`src/peer_wire_deframer_core_defines.svh`:
```
// Assertion macros used by the deframer parser.
`ifndef PEER_WIRE_DEFRAMER_CORE_DEFINES_SVH
`define PEER_WIRE_DEFRAMER_CORE_DEFINES_SVH

`ifndef NO_ASSERTIONS

// Clocked check that is switched off while reset is high.
`define PWD_ASSERT(label, clk, rst, prop, msg) \
   label: assert property (@(posedge clk) disable iff (rst) (prop)) else $error(msg);

// Clocked check that also holds while reset is high.
`define PWD_ASSERT_ALWAYS(label, clk, prop, msg) \
   label: assert property (@(posedge clk) (prop)) else $error(msg);

`else

`define PWD_ASSERT(label, clk, rst, prop, msg)
`define PWD_ASSERT_ALWAYS(label, clk, prop, msg)

`endif

`endif

```
`src/pwd_pkg.sv`:
```
// Types, codes and constants shared by the peer-wire deframer modules.
package pwd_pkg;

   localparam int CNT_W     = 5;
   localparam int MAGIC_LEN = 18;
   localparam int PAD_LEN   = 10;
   localparam int WORD_LEN  = 4;

   localparam logic [CNT_W-1:0] MAGIC_LAST = CNT_W'(MAGIC_LEN - 1);
   localparam logic [CNT_W-1:0] PAD_LAST   = CNT_W'(PAD_LEN - 1);
   localparam logic [CNT_W-1:0] WORD_LAST  = CNT_W'(WORD_LEN - 1);

   localparam logic [1:0] KIND_HANDSHAKE = 2'd0;
   localparam logic [1:0] KIND_HEADER    = 2'd1;
   localparam logic [1:0] KIND_PAYLOAD   = 2'd2;
   localparam logic [1:0] KIND_ERROR     = 2'd3;

   localparam logic [1:0] ERR_BAD_MAGIC  = 2'd0;
   localparam logic [1:0] ERR_BAD_PAD    = 2'd1;
   localparam logic [1:0] ERR_ID_MISMATCH = 2'd2;
   localparam logic [1:0] ERR_ZERO_LEN   = 2'd3;

   typedef struct packed {
      logic [1:0]  kind;
      logic [31:0] value;
      logic [31:0] plen;
      logic [1:0]  code;
      logic        last;
   } pwd_event_type;

   // Handshake magic text, one character per position.
   function automatic logic [7:0] magic_char(input logic [CNT_W-1:0] pos);
      logic [7:0] c;
      case (pos)
         5'd0:    c = 8'h50; // P
         5'd1:    c = 8'h32; // 2
         5'd2:    c = 8'h50; // P
         5'd3:    c = 8'h46; // F
         5'd4:    c = 8'h49; // I
         5'd5:    c = 8'h4C; // L
         5'd6:    c = 8'h45; // E
         5'd7:    c = 8'h53; // S
         5'd8:    c = 8'h48; // H
         5'd9:    c = 8'h41; // A
         5'd10:   c = 8'h52; // R
         5'd11:   c = 8'h49; // I
         5'd12:   c = 8'h4E; // N
         5'd13:   c = 8'h47; // G
         5'd14:   c = 8'h50; // P
         5'd15:   c = 8'h52; // R
         5'd16:   c = 8'h4F; // O
         5'd17:   c = 8'h4A; // J
         default: c = 8'h00;
      endcase
      return c;
   endfunction

endpackage

```
`src/pwd_parser.sv`:
```
// Byte-serial parser: handshake check, message framing and event generation.
`include "peer_wire_deframer_core_defines.svh"

module pwd_parser
   import pwd_pkg::*;
(
   input  logic          clock,
   input  logic          reset,
   input  logic          step,
   input  logic [7:0]    rx_byte,
   input  logic [31:0]   expected_id,
   input  logic          check_id,
   output logic          ev_valid,
   output pwd_event_type ev
);

   typedef enum logic [2:0] {
      PH_MAGIC,
      PH_PAD,
      PH_ID,
      PH_LEN,
      PH_TYPE,
      PH_PAYLOAD,
      PH_DEAD
   } phase_type;

   phase_type         phase_ff, phase_in;
   logic [CNT_W-1:0]  cnt_ff, cnt_in;
   logic              bad_ff, bad_in;
   logic [31:0]       shift_ff, shift_in;
   logic [31:0]       remaining_ff, remaining_in;

   logic [31:0] shift_cat;
   logic [31:0] rem_dec;
   logic        magic_bad;
   logic        pad_bad;

   logic        is_dead;
   logic        err_taken;
   logic        payload_empty;
   logic        stray_plen;

   assign shift_cat = {shift_ff[23:0], rx_byte};
   assign rem_dec   = remaining_ff - 32'd1;
   assign magic_bad = bad_ff | (rx_byte != magic_char(cnt_ff));
   assign pad_bad   = bad_ff | (rx_byte != 8'h00);

   always_comb begin
      phase_in     = phase_ff;
      cnt_in       = cnt_ff;
      bad_in       = bad_ff;
      shift_in     = shift_ff;
      remaining_in = remaining_ff;
      ev_valid     = 1'b0;
      ev           = '{kind: KIND_ERROR, value: 32'd0, plen: 32'd0,
                       code: ERR_BAD_MAGIC, last: 1'b0};
      case (phase_ff)
         PH_MAGIC: begin
            bad_in = magic_bad;
            cnt_in = cnt_ff + 1'b1;
            if (cnt_ff == MAGIC_LAST) begin
               cnt_in = '0;
               if (magic_bad) begin
                  phase_in = PH_DEAD;
                  ev_valid = 1'b1;
                  ev.code  = ERR_BAD_MAGIC;
               end else begin
                  phase_in = PH_PAD;
               end
            end
         end
         PH_PAD: begin
            bad_in = pad_bad;
            cnt_in = cnt_ff + 1'b1;
            if (cnt_ff == PAD_LAST) begin
               cnt_in = '0;
               if (pad_bad) begin
                  phase_in = PH_DEAD;
                  ev_valid = 1'b1;
                  ev.code  = ERR_BAD_PAD;
               end else begin
                  phase_in = PH_ID;
                  shift_in = '0;
               end
            end
         end
         PH_ID: begin
            shift_in = shift_cat;
            cnt_in   = cnt_ff + 1'b1;
            if (cnt_ff == WORD_LAST) begin
               cnt_in   = '0;
               ev_valid = 1'b1;
               if (check_id && (shift_cat != expected_id)) begin
                  phase_in = PH_DEAD;
                  ev.code  = ERR_ID_MISMATCH;
               end else begin
                  phase_in = PH_LEN;
                  shift_in = '0;
                  ev.kind  = KIND_HANDSHAKE;
                  ev.value = shift_cat;
               end
            end
         end
         PH_LEN: begin
            shift_in = shift_cat;
            cnt_in   = cnt_ff + 1'b1;
            if (cnt_ff == WORD_LAST) begin
               cnt_in = '0;
               if (shift_cat == 32'd0) begin
                  phase_in = PH_DEAD;
                  ev_valid = 1'b1;
                  ev.code  = ERR_ZERO_LEN;
               end else begin
                  phase_in     = PH_TYPE;
                  shift_in     = '0;
                  remaining_in = shift_cat - 32'd1;
               end
            end
         end
         PH_TYPE: begin
            phase_in = (remaining_ff != 32'd0) ? PH_PAYLOAD : PH_LEN;
            ev_valid = 1'b1;
            ev.kind  = KIND_HEADER;
            ev.value = {24'd0, rx_byte};
            ev.plen  = remaining_ff;
            ev.last  = (remaining_ff == 32'd0);
         end
         PH_PAYLOAD: begin
            remaining_in = rem_dec;
            if (rem_dec == 32'd0) begin
               phase_in = PH_LEN;
            end
            ev_valid = 1'b1;
            ev.kind  = KIND_PAYLOAD;
            ev.value = {24'd0, rx_byte};
            ev.last  = (rem_dec == 32'd0);
         end
         default: begin
            // Dead after an error: every byte is dropped until reset.
         end
      endcase
   end

   always_ff @(posedge clock) begin
      if (reset) begin
         phase_ff     <= PH_MAGIC;
         cnt_ff       <= '0;
         bad_ff       <= 1'b0;
         shift_ff     <= '0;
         remaining_ff <= '0;
      end else if (step) begin
         phase_ff     <= phase_in;
         cnt_ff       <= cnt_in;
         bad_ff       <= bad_in;
         shift_ff     <= shift_in;
         remaining_ff <= remaining_in;
      end
   end

   assign is_dead       = (phase_ff == PH_DEAD);
   assign err_taken     = step && ev_valid && (ev.kind == KIND_ERROR);
   assign payload_empty = (phase_ff == PH_PAYLOAD) && (remaining_ff == 32'd0);
   assign stray_plen    = ev_valid && (ev.kind != KIND_HEADER) && (ev.plen != 32'd0);

   `PWD_ASSERT(a_dead_is_silent, clock, reset, is_dead |-> !ev_valid, "event while dead")
   `PWD_ASSERT(a_error_kills, clock, reset, err_taken |=> is_dead, "parser alive after an error")
   `PWD_ASSERT(a_payload_nonempty, clock, reset, !payload_empty, "payload phase with no bytes left")
   `PWD_ASSERT(a_plen_only_header, clock, reset, !stray_plen, "length on a non-header event")

endmodule

```
`src/pwd_out_reg.sv`:
```
// Result register between the parser and the result channel.
module pwd_out_reg
   import pwd_pkg::*;
(
   input  logic          clock,
   input  logic          reset,
   input  logic          load,
   input  pwd_event_type load_ev,
   output logic          in_ready,
   input  logic          out_ready,
   output logic          out_valid,
   output pwd_event_type out_ev
);

   logic          valid_ff;
   pwd_event_type ev_ff;

   // A new item may enter while the held result is taken in the same cycle.
   assign in_ready  = !valid_ff || out_ready;
   assign out_valid = valid_ff;
   assign out_ev    = ev_ff;

   always_ff @(posedge clock) begin
      if (reset) begin
         valid_ff <= 1'b0;
      end else if (in_ready) begin
         valid_ff <= load;
      end
   end

   always_ff @(posedge clock) begin
      if (in_ready && load) begin
         ev_ff <= load_ev;
      end
   end

endmodule

```
`src/peer_wire_deframer_core.sv`:
```
// Top level of the peer-wire deframer: ports, configuration registers and wiring.
//
//   Channel  Direction  Handshake              Contents
//   req      in         req_tvalid/req_tready  tdata: received byte
//   rsp      out        rsp_tvalid/rsp_tready  tdata/tuser/tlast: one event
//   csr      in         csr_valid/csr_ready    register index and data
//
// A byte's event, if any, appears in the result register in the cycle after the
// byte is taken, so one byte per cycle is sustained while rsp_tready stays high.
// The parser state updates in a single pass per byte; the result register is the
// only storage between the two channels.
// Synchronous active-high reset clears the parser, CSRs and result valid flag.
// A stalled result channel holds req_tready low only while a result is waiting.
module peer_wire_deframer_core
   import pwd_pkg::*;
(
   input  logic        clock,
   input  logic        reset,
   input  logic        req_tvalid,
   output logic        req_tready,
   input  logic [7:0]  req_tdata,   // [7:0] rx_byte
   output logic        rsp_tvalid,
   input  logic        rsp_tready,
   output logic [71:0] rsp_tdata,   // [31:0] event_value, [63:32] payload count,
                                    // [65:64] error_code, [71:66] zero
   output logic [1:0]  rsp_tuser,   // [1:0] event_kind
   output logic        rsp_tlast,   // last_of_message
   input  logic        csr_valid,
   output logic        csr_ready,
   input  logic        csr_index,
   input  logic [31:0] csr_data
);

   localparam logic REG_EXPECTED_ID = 1'b0;
   localparam logic REG_CHECK_ID    = 1'b1;

   logic [31:0]   expected_id_ff;
   logic          check_id_ff;
   logic          step;
   logic          ev_valid;
   pwd_event_type ev;
   pwd_event_type out_ev;

   assign csr_ready = 1'b1;
   assign step      = req_tvalid && req_tready;

   always_ff @(posedge clock) begin
      if (reset) begin
         expected_id_ff <= '0;
         check_id_ff    <= 1'b0;
      end else if (csr_valid) begin
         case (csr_index)
            REG_EXPECTED_ID: expected_id_ff <= csr_data;
            REG_CHECK_ID:    check_id_ff    <= csr_data[0];
            default: begin
            end
         endcase
      end
   end

   pwd_parser u_parser (
      .clock       (clock),
      .reset       (reset),
      .step        (step),
      .rx_byte     (req_tdata),
      .expected_id (expected_id_ff),
      .check_id    (check_id_ff),
      .ev_valid    (ev_valid),
      .ev          (ev)
   );

   pwd_out_reg u_out_reg (
      .clock     (clock),
      .reset     (reset),
      .load      (step && ev_valid),
      .load_ev   (ev),
      .in_ready  (req_tready),
      .out_ready (rsp_tready),
      .out_valid (rsp_tvalid),
      .out_ev    (out_ev)
   );

   assign rsp_tdata = {6'd0, out_ev.code, out_ev.plen, out_ev.value};
   assign rsp_tuser = out_ev.kind;
   assign rsp_tlast = out_ev.last;

endmodule

```
`config.mk`:
```
export PLATFORM = sky130hd
export DESIGN_NAME = peer_wire_deframer_core
export DESIGN_NICKNAME = d
export VERILOG_FILES = /design/src/pwd_pkg.sv /design/src/pwd_parser.sv /design/src/pwd_out_reg.sv /design/src/peer_wire_deframer_core.sv
export VERILOG_INCLUDE_DIRS = /design/src /design/src/src
export SDC_FILE = /design/constraint.sdc
export NUM_CORES = 1
export LEC_CHECK = 0
export ABC_AREA = 1
export ABC_CLOCK_PERIOD_IN_PS = 9110
export BUFFER_PORTS_ARGS = -buffer_cell sky130_fd_sc_hd__buf_2
export CAP_MARGIN = 5
export CORE_UTILIZATION = 35
export CTS_BUF_LIST = sky130_fd_sc_hd__clkbuf_8
export CTS_CLUSTER_SIZE = 14
export DETAILED_ROUTE_END_ITERATION = 10
export GPL_ROUTABILITY_DRIVEN = 0
export PLACE_DENSITY = 0.59
export SYNTH_ARGS = -nofsm -noshare
export SYNTH_HDL_FRONTEND = slang
export SYNTH_SLANG_ARGS = --single-unit
```
`constraint.sdc`:
```
create_clock -name clock -period 9.11 [get_ports clock]
set_input_delay 0.911 -clock clock [delete_from_list [all_inputs] [get_ports clock]]
set_output_delay 0.911 -clock clock [all_outputs]
set_load 0.02 [all_outputs]
```
# == After elaboration in Yosys (flattened, before gate mapping) ==
# Memories as Yosys holds them, arrays and structs flattened. A register that Yosys moved wholly into a read port is not among the register bits.
# Index checks and enable logic that the tools add are counted.
# op_classes
addsub,3
n_eq_ne,17
muxes,47
bitwise,3
reduce_logical,26
# op_table
op,n
two-way mux 24 bit,6
case mux 34 bit (3 select lines),1
logical NOT 32 bit,3
case mux 24 bit (3 select lines),1
two-way mux 34 bit,2
two-way mux 32 bit,2
case mux 32 bit (2 select lines),1
subtractor 32 x 1 -> 32 bit (second input constant),2
!= test 32 bit,1
nonzero test 32 bit,1
two-way mux 3 bit,9
two-way mux 5 bit,5
case mux 3 bit (6 select lines),1
case mux 5 bit (3 select lines),1
two-way mux 2 bit,6
!= test 2 x 1 -> 1 bit (second input constant),5
two-way mux 1 bit,8
!= test 8 bit,1
AND reduction 2 bit,4
AND reduction 4 bit,2
nonzero test 8 bit,1
AND reduction 7 bit,1
== test 3 x 2 -> 1 bit (second input constant),2
== test 3 bit (second input constant),2
19 further kinds,28
# totals
ff_bits,168
mem_bits_ro,224
word_cells,110
n_memories,1
# memory_table
name,depth,width,read_ports,rd_ports_with_merged_regs,wr,line,source
(no name shown),32,7,1,1,0,pwd_pkg.sv:34,case (pos)

# == Depth between registers and ports, before layout ==
# depth
ltp_word,7
ltp_mapped,17
depth_no_buf,17

# == Cells and area by module ==
# From an unflattened synthesis, not the netlist that was laid out.
# unflattened
hier_cells,1408
area_unflattened_um2,10121.0
# modules_own_cells
module,n_inst,cells_per_inst,area_per_inst_um2,seq_area_each_um2
pwd_parser,1,1106,6433.7,1441.4
pwd_out_reg,1,75,2119.5,2092.0
peer_wire_deframer_core,1,227,1567.8,660.6

# == Worst setup path after synthesis ==
# OpenSTA, ideal clock, no wires.
# synth_path
kind,input port to flip-flop
start,in req_tdata[0]
end,"reg u_out_reg.ev_ff (netlist bit u_out_reg.out_ev[0]), enable pin"
arrival_time_ps,3473
required_ps,8687
slack_ps,5214
cell_stages,11
n_path_buf,0
cell_sequence,inv_1 ha_1 nand2_1 nor2_2 nand2_4 nor4_1 nand3b_1 o21ai_0 or2_2 nand2_1 inv_1
# synth_between
elab_chain_len,7
# synth_lines
item,line,source
from (decl),peer_wire_deframer_core.sv:21,"input logic [7:0] req_tdata,"
!= test 8 bit / nonzero test 8 bit (equally long branches),"pwd_parser.sv:45, pwd_parser.sv:46",
"bitwise OR 1 bit, on equally long branches","pwd_parser.sv:45, pwd_parser.sv:46",
"two-way mux 1 bit, on equally long branches","pwd_parser.sv:63, pwd_parser.sv:77",
"two-way mux 1 bit, on equally long branches","pwd_parser.sv:61, pwd_parser.sv:75",
case mux 1 bit (5 select lines) (*),pwd_parser.sv:57,case (phase_ff)
logical AND 1 bit (*),--,
logical AND 1 bit (*),pwd_out_reg.sv:32,if (in_ready && load) begin
to (signal assigned),pwd_out_reg.sv:33,ev_ff <= load_ev;
to (decl),pwd_out_reg.sv:16,pwd_event_type ev_ff;
# Mark *: on every way between the ends. The rest lies on a longest branch, timed or not.
# A chain may end at the register's enable or synchronous reset.

# == Worst setup path after layout ==
# layout_path
start,reg u_parser.phase_ff[2]
end,"reg u_out_reg.ev_ff (netlist bit u_out_reg.out_ev[52]), enable pin"
# layout_between
elab_chain_len,5
# layout_lines
item,line,source
from (decl),pwd_parser.sv:27,"phase_type phase_ff, phase_in;"
from (signal assigned),pwd_parser.sv:152,phase_ff <= phase_in;
"== test 3 bit, on equally long branches",--,
OR reduction 2 bit (no line),--,
case mux 1 bit (5 select lines) (*),pwd_parser.sv:57,
logical AND 1 bit (*),--,
logical AND 1 bit (*),pwd_out_reg.sv:32,
# Marked as above.

==> impl_metrics.sql <==
INSERT INTO impl_metrics (metric_group, metric, value, unit) VALUES
('status', 'status', 'completed', ''),
('sta', 'final_period_utilization', '0.418', ''),
('pwr', 'peakVddDrop', '0.0791', 'mV'),
('logic_synthesis', 'ys_ff_latch', '175', ''),
('finish', 'filler_cell_count', '2860', ''),
('cts', 'tritoncts_clock_tree', 'done', ''),
('cts', 'cts_buffer_depth', '2', ''),
('worst_setup_path', 'worst_r2r_path_depth', '10', ''),
('logic_synthesis', 'count_of_distinct_cell_types_in_the_synthesized_netlist', '48', ''),
('cts', 'worst_skew_pair.late_latency', '0.48', 'ns'),
('sta', 'maxClockFrequency', '0.262', 'GHz'),
('worst_setup_path', 'timing.critical_path.arrival', '3.93', 'ns'),
('worst_setup_path', 'endpoint_kind', 'register', ''),
('placement', 'port-buffer-count', '116', ''),
('worst_hold_path', 'endpoint_with_the_worst_hold_slack', 'check_id_ff$_SDFFE_PP0P_', ''),
('sta', 'finalSetupTns', '0', 'ns'),
('sta', 'worst-slew-pin-transition', '0.955', 'ns'),
('worst_hold_path', 'hold_class', 'register to register', ''),
('logic_synthesis', 'synth.area.top_cells', 'sky130_fd_sc_hd__dfxtp_1, sky130_fd_sc_hd__edfxtp_1, sky130_fd_sc_hd__nand2_1', ''),
('worst_setup_path', 'worst-endpoint-required', '9.23', 'ns'),
('finish', 'layout.cells.non_filler', '1763', ''),
('floorplanning', 'initial_core_util', '0.357', ''),
('sta', 'setup-violations-final', '0', ''),
('logic_synthesis', 'syn_inst', '1319', ''),
('flow_run', 'max-cap-violations', '0', ''),
('worst_setup_path', 'rr_startpoint', 'u_parser.phase_ff[2]$_SDFFE_PP0P_', ''),
('cts', 'cts_made_buffers', '17', ''),
('sta', 'worst_clock_skew', '0.0156', 'ns'),
('cts', 'cts-resized-gates', '0', ''),
('worst_hold_path', 'hold_start', 'check_id_ff$_SDFFE_PP0P_', ''),
('finish', 'syn_to_final_growth', '12.0', '%'),
('finish', 'mostFrequentLayoutCell', 'sky130_fd_sc_hd__nand2_1', ''),
('worst_setup_path', 'ff2ff_setup_slack', '5.30', 'ns'),
('sta', 'finalHoldViolations', '0', ''),
('route', 'final_routed_wire_length_divided_by_cell_count', '16.1', 'um'),
('cts', 'cts_num_sinks', '175', ''),
('cts', 'clkTransAtPathRegs', '0.10', 'ns'),
('route', 'ant_nets', '0', ''),
('global_routing', 'globalRouteTotalUtil', '0.201', ''),
('global_routing', 'grt_first_pass_wirelength', '43900', 'um'),
('worst_setup_path', 'critical_path.reg2reg.endpoint', 'u_out_reg.out_ev[52]$_DFFE_PP_', ''),
('floorplanning', 'num_io_pins', '124', ''),
('global_routing', 'antenna_found_initial', '0', ''),
('logic_synthesis', 'synth_area_per_cell', '7.29', 'sq um'),
('finish', 'final_layout_size_suffix_gt1_frac', '0.150', ''),
('finish', 'multiInputGateArea', '4670', 'sq um'),
('logic_synthesis', 'post_synthesis_async_set_or_reset_flop_share', '0', ''),
('floorplanning', 'overall_die_area', '28100', 'sq um'),
('pwr', 'p_leak', '4.53', 'nW'),
('logic_synthesis', 'most_area_hungry_cell_type_in_the_yosys_netlist', 'sky130_fd_sc_hd__dfxtp_1', ''),
('sta', 'rsz0062_at_grt', 'false', ''),
('finish', 'num_antenna_cells', '0', ''),
('logic_synthesis', 'syn-cell-area', '9610', 'sq um'),
('route', 'post_drt_via_cell_ratio', '5.02', ''),
('floorplanning', 'floorplan.die.width', '168', 'um'),
('worst_setup_path', 'critPathKind', 'register to register', ''),
('cts', 'postCtsSetupRepairBufs', '0', ''),
('route', 'num_vias', '8849', ''),
('worst_setup_path', 'startpoint_type', 'register', ''),
('logic_synthesis', 'synth_edf_count', '69', ''),
('cts', 'cts.htree.levels', '4', ''),
('sta', 'maxSlewViolCount', '0', ''),
('sta', 'maxSlewHeadroom', '0.362', ''),
('logic_synthesis', 'ys_dominant_reg_cell', 'sky130_fd_sc_hd__dfxtp_1', ''),
('finish', 'most-common-layout-cells', 'sky130_fd_sc_hd__nand2_1, sky130_fd_sc_hd__nor2_1, sky130_fd_sc_hd__buf_2', ''),
('floorplanning', 'placementRows', '60', ''),
('route', 'drc_errors', '0', ''),
('global_routing', 'pin_count_of_the_biggest_net_entering_global_routing', '52', ''),
('floorplanning', 'coreArea', '27000', 'sq um'),
('route', 'detailedRoute.firstIterationViolations', '942', ''),
('global_routing', 'number_of_global_route_vias_before_repair', '8007', '');
[worst max path at each step]
stage	from	endpoint	slack [ns]
global route	u_parser.phase_ff[2]$_SDFFE_PP0P_	u_out_reg.out_ev[52]$_DFFE_PP_	4.84
finish	u_parser.phase_ff[2]$_SDFFE_PP0P_	u_out_reg.out_ev[52]$_DFFE_PP_	5.30
floorplan	req_tdata[0]	u_out_reg.out_ev[0]$_DFFE_PP_	5.21
CTS	u_parser.phase_ff[2]$_SDFFE_PP0P_	u_out_reg.out_ev[52]$_DFFE_PP_	5.19
detailed placement	req_tdata[0]	u_out_reg.out_ev[1]$_DFFE_PP_	5.03
global placement	req_tdata[0]	u_out_reg.out_ev[1]$_DFFE_PP_	5.16
[synthesized netlist by cell type (17+ instances only)]
cell type                  instances
sky130_fd_sc_hd__nand4_1          22
sky130_fd_sc_hd__nand3_1          67
sky130_fd_sc_hd__dfxtp_1         106
sky130_fd_sc_hd__clkbuf_1         28
sky130_fd_sc_hd__inv_1           113
sky130_fd_sc_hd__nand2_1         283
sky130_fd_sc_hd__xnor2_1          23
sky130_fd_sc_hd__xor2_1           21
sky130_fd_sc_hd__o21ai_0          87
sky130_fd_sc_hd__nor2_2           17
sky130_fd_sc_hd__nor2_1          277
sky130_fd_sc_hd__edfxtp_1         69
sky130_fd_sc_hd__a21oi_1          66
[per-layer routing]
metal	GRT usage	vias to the layer above	wire, um
met4	0.0830	0	1030
met3	0.0338	57	1790
met1	0.273	4010	13000
li1	-	4449	-
met2	0.317	333	12600
met5	0	-	0
[area by class of cell]
type                       instances  share of cell area
timing repair buffer             121              0.0574
clock inverter                    14              0.0136
sequential                       175               0.389
inverter                         123              0.0429
clock buffer                      18              0.0230
multi-input combinational        971               0.434
tap                              341              0.0396
[power breakdown]
group          internal, mW  switching [mW]
Sequential            0.867          0.0319
Combinational         0.143           0.353
Clock                 0.235           0.326
Total                  1.24           0.710
[flip-flops by register name, indices dropped and copies added (netlist names), named ones only]
name,count
u_parser.phase_ff,3
u_parser.bad_ff,1
expected_id_ff,32
u_out_reg.out_valid,1
u_parser.shift_ff,24
u_parser.cnt_ff,5
check_id_ff,1
u_parser.remaining_ff,32
u_out_reg.out_ev,69
[stage by stage]
step	power [mW]	hold slack [ns]	setup WS (ns)	cell area [sq um]	utilization
3_5_place_dp	1.41	0.468	5.03	10400	0.385
2_1_floorplan	1.27	0.439	5.21	9630	-
6_report	1.95	0.487	5.30	10800	0.400
4_1_cts	1.96	0.484	5.19	10800	0.400
3_3_place_gp	1.41	0.462	5.16	10400	0.385
5_1_grt	2.06	0.509	4.84	10800	0.400
[logic make-up after synthesis]
kind of cell,Yosys count,share of synthesized area
AOI/OAI and AO/OA,198,0.115
buffers and inverters,178,0.0795
and+or+nand+nor,709,0.312
muxes,1,0.00117
xor gates and xnor gates,44,0.0401
DFF,175,0.436
adders and majority gates,12,0.0156
other,2,0.000781
[worst max-delay path, stage by stage (launching register included)]
cell and delay [ns]:
sky130_fd_sc_hd__dfxtp_1 0.60, sky130_fd_sc_hd__inv_1 0.12, sky130_fd_sc_hd__nor2_1 0.20, sky130_fd_sc_hd__clkinv_1 0.77
sky130_fd_sc_hd__nand2_1 0.30, sky130_fd_sc_hd__inv_1 0.09, sky130_fd_sc_hd__nand3_1 0.08, sky130_fd_sc_hd__or2_2 0.10
sky130_fd_sc_hd__nand2_1 0.07, sky130_fd_sc_hd__inv_2 0.54, sky130_fd_sc_hd__buf_4 0.55
No activity file was read; power rests on OpenSTA's default activity.
